## src/heightmap_box_smooth_3x3_unit_macros.svh

```systemverilog
// ----------------------------------------------------------------------------
// Assertion macros for the height map box smoothing unit
// Shorthand for clocked implication checks, reset masked.
// ----------------------------------------------------------------------------
`ifndef HEIGHTMAP_BOX_SMOOTH_3X3_UNIT_MACROS_SVH
`define HEIGHTMAP_BOX_SMOOTH_3X3_UNIT_MACROS_SVH

// Same-cycle implication.
`define HBS_ASSERT_IMP(lbl, ante, cons, msg) \
  lbl: assert property (@(posedge clk) disable iff (rst) (ante) |-> (cons)) else $error(msg);

// Next-cycle implication.
`define HBS_ASSERT_NEXT(lbl, ante, cons, msg) \
  lbl: assert property (@(posedge clk) disable iff (rst) (ante) |=> (cons)) else $error(msg);

`endif

```

## src/hbs_pkg.sv

```systemverilog
// ----------------------------------------------------------------------------
// Height map box smoothing package
// Field widths, register codes, controller states and the command and
// status bundles shared by the controller and the datapath.
// ----------------------------------------------------------------------------
package hbs_pkg;

  localparam int CMD_W      = 1;
  localparam int SAMPLE_W   = 8;
  localparam int SMOOTHED_W = 16;

  localparam int COLUMNS_W = 11;
  localparam int ROWS_W    = 13;
  localparam int SCALE_W   = 16;

  localparam int CFG_INDEX_W = 2;
  localparam int CFG_DATA_W  = 16;

  localparam logic [CFG_INDEX_W-1:0] CFG_COLUMNS = 2'd0;
  localparam logic [CFG_INDEX_W-1:0] CFG_ROWS    = 2'd1;
  localparam logic [CFG_INDEX_W-1:0] CFG_SCALE   = 2'd2;

  localparam logic [COLUMNS_W-1:0] COLUMNS_RESET = 11'd256;
  localparam logic [ROWS_W-1:0]    ROWS_RESET    = 13'd256;
  localparam logic [SCALE_W-1:0]   SCALE_RESET   = 16'd256;

  localparam logic [CMD_W-1:0] CMD_DRAIN = 1'b1;

  localparam int ROW_W = 16;
  localparam logic [ROW_W-1:0] ROW_CAP = '1;

  localparam int SUM_W  = 12;
  localparam int DIV_W  = 12;
  localparam int QUOT_W = SMOOTHED_W;
  localparam int PROD_W = SUM_W + SCALE_W;
  localparam int STEP_W = $clog2(QUOT_W);

  typedef enum logic [2:0] {
    ST_IDLE,
    ST_UPDATE,
    ST_SUM,
    ST_MUL,
    ST_CHECK,
    ST_DIV,
    ST_OUT
  } state_t;

  typedef struct packed {
    logic accept;
    logic update;
    logic sum;
    logic mul;
    logic check;
    logic div_step;
    logic load_out;
  } dp_cmd_t;

  typedef struct packed {
    logic skip;
    logic primed;
    logic sat;
    logic out_free;
  } dp_sts_t;

endpackage

```

## src/hbs_ctrl.sv

```systemverilog
// ----------------------------------------------------------------------------
// Height map box smoothing controller
// Sequences one word at a time through line buffer update and, once primed,
// window sum, scaling multiply and the bit-serial divider.
// ----------------------------------------------------------------------------
module hbs_ctrl (
  input  logic             clk,
  input  logic             rst,
  input  logic             in_valid,
  output logic             in_ready,
  input  hbs_pkg::dp_sts_t sts,
  output hbs_pkg::dp_cmd_t ctl
);
  import hbs_pkg::*;

  state_t            state;
  state_t            state_next;
  logic [STEP_W-1:0] step;

  always_ff @(posedge clk) begin
    if (rst) begin
      state <= ST_IDLE;
      step  <= '0;
    end else begin
      state <= state_next;
      if (state == ST_CHECK) begin
        step <= '0;
      end else if (state == ST_DIV) begin
        step <= step + 1'b1;
      end
    end
  end

  always_comb begin
    state_next = state;
    case (state)
      ST_IDLE: begin
        if (in_valid && !sts.skip) state_next = ST_UPDATE;
      end
      ST_UPDATE: begin
        state_next = sts.primed ? ST_SUM : ST_IDLE;
      end
      ST_SUM:   state_next = ST_MUL;
      ST_MUL:   state_next = ST_CHECK;
      ST_CHECK: begin
        state_next = sts.sat ? ST_OUT : ST_DIV;
      end
      ST_DIV: begin
        if (step == STEP_W'(QUOT_W - 1)) state_next = ST_OUT;
      end
      ST_OUT: begin
        if (sts.out_free) state_next = ST_IDLE;
      end
      default: state_next = ST_IDLE;
    endcase
  end

  always_comb begin
    ctl      = '0;
    in_ready = 1'b0;
    case (state)
      ST_IDLE: begin
        in_ready   = 1'b1;
        ctl.accept = in_valid;
      end
      ST_UPDATE: ctl.update   = 1'b1;
      ST_SUM:    ctl.sum      = 1'b1;
      ST_MUL:    ctl.mul      = 1'b1;
      ST_CHECK:  ctl.check    = 1'b1;
      ST_DIV:    ctl.div_step = 1'b1;
      ST_OUT:    ctl.load_out = sts.out_free;
      default: begin
      end
    endcase
  end

endmodule

```

## config.mk

```make
export PLATFORM = sky130hd
export DESIGN_NAME = hbs_ctrl
export DESIGN_NICKNAME = d
export VERILOG_FILES = /design/src/heightmap_box_smooth_3x3_unit_macros.svh /design/src/hbs_pkg.sv /design/src/hbs_ctrl.sv
export SDC_FILE = /design/constraint.sdc
export NUM_CORES = 1
export LEC_CHECK = 0
export CAP_MARGIN = 10
export CORE_UTILIZATION = 30
export CTS_CLUSTER_DIAMETER = 50
export CTS_CLUSTER_SIZE = 16
export DETAILED_ROUTE_END_ITERATION = 8
export DONT_BUFFER_PORTS = 1
export PLACE_DENSITY_LB_ADDON = 0.25
export SYNTH_ARGS = -nofsm -noshare
export SYNTH_HDL_FRONTEND = slang
export SYNTH_SLANG_ARGS = --single-unit
```

## constraint.sdc

```tcl
create_clock -name clk -period 1.5 [get_ports clk]
set_input_delay 0.075 -clock clk [delete_from_list [all_inputs] [get_ports clk]]
set_output_delay 0.075 -clock clk [all_outputs]
set_load 0.1 [all_outputs]
```

# Word-level counts from Yosys, hierarchy flattened
# Index checks and enable logic that the tools add are counted.
[word_totals]
reg_bits = 7
in_bits = 7
out_inout_bits = 8
wordCells = 32
[op_classes]
n_addsub = 1
eq_ne = 10
muxes = 14
reduce_logical = 5
[ops]
columns = ["op", "count"]
rows = [
  ["3-bit case mux with 7 select lines", 1],
  ["3-bit equality test (second input constant)", 3],
  ["3-bit two-way mux", 3],
  ["1-bit two-way mux", 8],
  ["3-bit by 2-bit equality test with 1-bit output (second input constant)", 2],
  ["4-bit by 1-bit adder with 4-bit output (second input constant)", 1],
  ["4-bit equality test (second input constant)", 1],
  ["2-bit two-way mux", 2],
  ["2-bit inequality test (second input constant)", 2],
  ["3-bit by 1-bit equality test with 1-bit output (second input constant)", 1],
  ["3-bit zero test", 1],
  ["3-bit AND reduction", 1],
  ["2-bit by 1-bit inequality test with 1-bit output (second input constant)", 1],
  ["2-bit OR reduction", 1],
  ["1-bit logical AND", 1],
  ["1-bit zero test", 1],
]

# Logic depth before layout (Yosys ltp)
[logic_depth]
word_depth = 4
depth_mapped = 4
mapped_depth_nobuf = 4

# Worst setup path after synthesis
# No wires, ideal clock.
[synth_timing]
path_type = "reg-to-output"
start = "register state[2]"
end = "output port ctl[6] (netlist bit)"
arrival_ns = 3.557
required_time_ns = 1.425
path_slack_ns = -2.132
path_stages_with_launch = 4
n_path_buf = 1
path_cell_list = "dfxtp_1 -> buf_4 -> nor3_1 -> and2_1"
[synth_lines]
columns = ["element", "line_no", "rtl"]
rows = [
  ["start: declaration", "hbs_ctrl.sv:16", "state_t state;"],
  ["start signal: assignment", "hbs_ctrl.sv:25", "state <= state_next;"],
  ["end: declaration", "hbs_ctrl.sv:12", "output hbs_pkg::dp_cmd_t ctl"],
]

==> summary.txt <==
Setup path
  – Worst EP required: between 1 and 1.5 ns
  – Endpoint class of the critical path: output pin
  – WS Path Type: reg -> out
  – Type of origin of the critical path: register
  – R2R setup slack: between 0.2 and 0.25 ns
  – Critical Path AT: ~1.3 ns
  – Crit Path Max Fanout: 12

Final layout
  – Area grow syn2layout: 48.0%
  – Final Net Count: between 60 and 70
  – Layout cells sized above 1: 0.383
  – Ant diodes: 0
  – Fin area: approximately 640 µm²

Synthesis
  – Synth Instances: 50
  – Async SR Flop Fraction: 0
  – YS warnings: 0
  – Ys flop type: dfxtp_1
  – Largest cells by area after synthesis: dfxtp_1, nor2_1, o21bai_1
  – Mapped Avg Cell Area: 8.66 µm²
  – Share of the synthesized area in the top cell type: 0.324
  – Mapped Nets: slightly below 60
  – Post-synth EDFFs: 0
  – Mapped cell area: about 430 µm²
  – Sequential-to-total area share from yosys stat: 0.324
  – #FFs+latches synth: 7
  – Post-synth top cells: dfxtp_1, nor2_1, a21oi_1
  – Area leader, netlist: dfxtp_1
  – Post-synthesis cell type count: 26

Route
  – Via density per instance: roughly 5.0
  – Drt first pass iters: 2
  – Antenna viol nets, final: 0
  – Initial DRC Count: 6
  – Vias post-DR: 377
  – Total length of routed wires: roughly 920 µm
  – DR WL/cell: about 12 µm
  – DR DRC count: 0

Outcome
  – Status: completed

Placement
  – PortBufs: 0
  – Dpl cell area: around 600 µm²
  – Routability Congestion: ~0.70
  – Post-DP HPWL: between 600 and 700 µm

Global route
  – Vias in the first global route: ~310
  – Number of antenna violations at the first check in global routing: 0
  – Total gr overflow: 0
  – First-pass GRT wire length: ~1.4 mm
  – Pin count of the biggest net entering global routing: 16
  – Total global-route track usage: 0.137

Floorplanning
  – Ports: 15
  – Starting density of the core: 0.329
  – Die Wd: 40.0 µm
  – Overall die height: roughly 40 µm
  – Std-Cell Rows: 13
  – Die ar.: about 0.0016 mm²
  – Core area: 0.00132 mm²

Clock tree
  – CTS Buffer Depth: 2
  – # clock sinks: 7
  – Clk Latency, worst-skew pair: around 0.25 ns
  – Clock slew at reported path FFs: approximately 0.060 ns
  – Max H-tree Level: 1
  – Root buffer cell: clkbuf_4
  – CTS tree: yes
  – Cts bufs inserted: 3

Timing
  – Slew headroom: 0.759
  – Final hold vios: 0
  – Slew Limit Fails: 0
  – Final worst path period share: 0.926
  – Maximum operating frequency: roughly 700 MHz
  – Final min period: about 1.4 ns
  – RSZ-0062 raised after global routing: no
  – Clock Skew: between 0.006 and 0.007 ns
  – Final setup viols: 0
  – Worst slew pin tran: 0.361 ns
  – Setup TNS: 0 ns

Power and ir drop
  – Pwr dens: between 600 and 700 mW/mm²
  – Peak VDD IR: 0.409 mV
  – Leakage power total: ~0.29 nW

Run
  – MaxCap Viol Count: 0

Min path
  – Worst min path class: in -> reg
worst max-delay path: stages (launching register included):
cell and delay [ns]:
dfxtp_2 0.47, nand2_1 0.16, nor3b_4 0.23, buf_12 0.20
stage by stage:
step                hold slack, ns   util  power (mW)  setup WS, ns  std cells
global placement             0.144  0.458       0.268         0.230         70
detailed placement           0.144  0.458       0.268         0.218         70
floorplan                    0.137      -       0.259        -0.324         50
CTS                         0.0129  0.486       0.442         0.109         75
global route                0.0144  0.486       0.457        0.0492         75
finish                      0.0225  0.486       0.437         0.111         75
repair_timing:
action / 4_1_cts / 5_1_grt
buffers inserted: 0 / 0
gates resized for setup: 1 / 0
endpoints found under the hold margin: 1 / 0
setup endpoints to repair: 2 / 0
hold buffers: 1 / 0
cells by family (layout without fill, tap and decap cells):
family | after synthesis | after routing | share of synthesized area
and+or+nand+nor | 23 | 23 | 0.353
AOI/OAI and AO/OA | 12 | 12 | 0.176
DFF | 7 | 7 | 0.324
buffers and inverters | 4 | 14 | 0.0549
xor gates and xnor gates | 2 | 2 | 0.0405
adders and majority gates | 1 | 1 | 0.0289
muxes | 1 | 1 | 0.0231
report_power, final:
part           total, mW  internal, mW  leakage [nW]  switching, mW
combinational     0.0717        0.0243         0.215         0.0474
sequential         0.195         0.188        0.0579        0.00730
clock              0.170         0.101        0.0150         0.0687
total              0.437         0.314         0.288          0.123
routing by layer:
| layer | up-vias | track usage | wire, µm |
|---|---|---|---|
| met3 | 2 | 0.0167 | 23 |
| met1 | 168 | 0.210 | 463 |
| met4 | 0 | 0.103 | 9 |
| li1 | 198 | - | - |
| met2 | 9 | 0.165 | 422 |
| met5 | - | 0 | 0 |
sequential cells by signal, indices dropped and copies added, names as in the netlist:
register  count
step          4
state         3
final cells by class:
cell class                 instances  area, µm²
multi-input combinational         39        315
tap                               15       18.8
inverter                           1       3.75
timing repair buffer               9        133
clock buffer                       4       26.3
sequential                         7        144
fill                             117        677
cells in the final DEF (no fill, tap or decap), drive strengths merged:
| master | count |
|---|---|
| buf | 8 |
| nor2 | 7 |
| dfxtp | 7 |
| a21oi | 4 |
| clkbuf | 4 |
| o21bai | 3 |
| nor3b | 2 |
| xor2 | 2 |
| o21ai | 2 |
| or3 | 2 |
| and2 | 2 |
| nor2b | 2 |
| nand3b | 1 |
| inv | 1 |
| nand2b | 1 |
| and3b | 1 |
| nor3 | 1 |
| nand2 | 1 |
| a31o | 1 |
| a31oi | 1 |
| o2bb2ai | 1 |
| nor4bb | 1 |
| nand3 | 1 |
| nand4b | 1 |
| mux2i | 1 |
| ha | 1 |
| dlygate4sd3 | 1 |
final timing paths:
path         startpoint        to  depth (start not counted)
min              sts[1]  state[0]                          2
max reg2reg    state[0]   step[3]                          3
min reg2reg     step[3]   step[3]                          2
max            state[1]    ctl[0]                          3
Power figures use the tool's default switching activity.
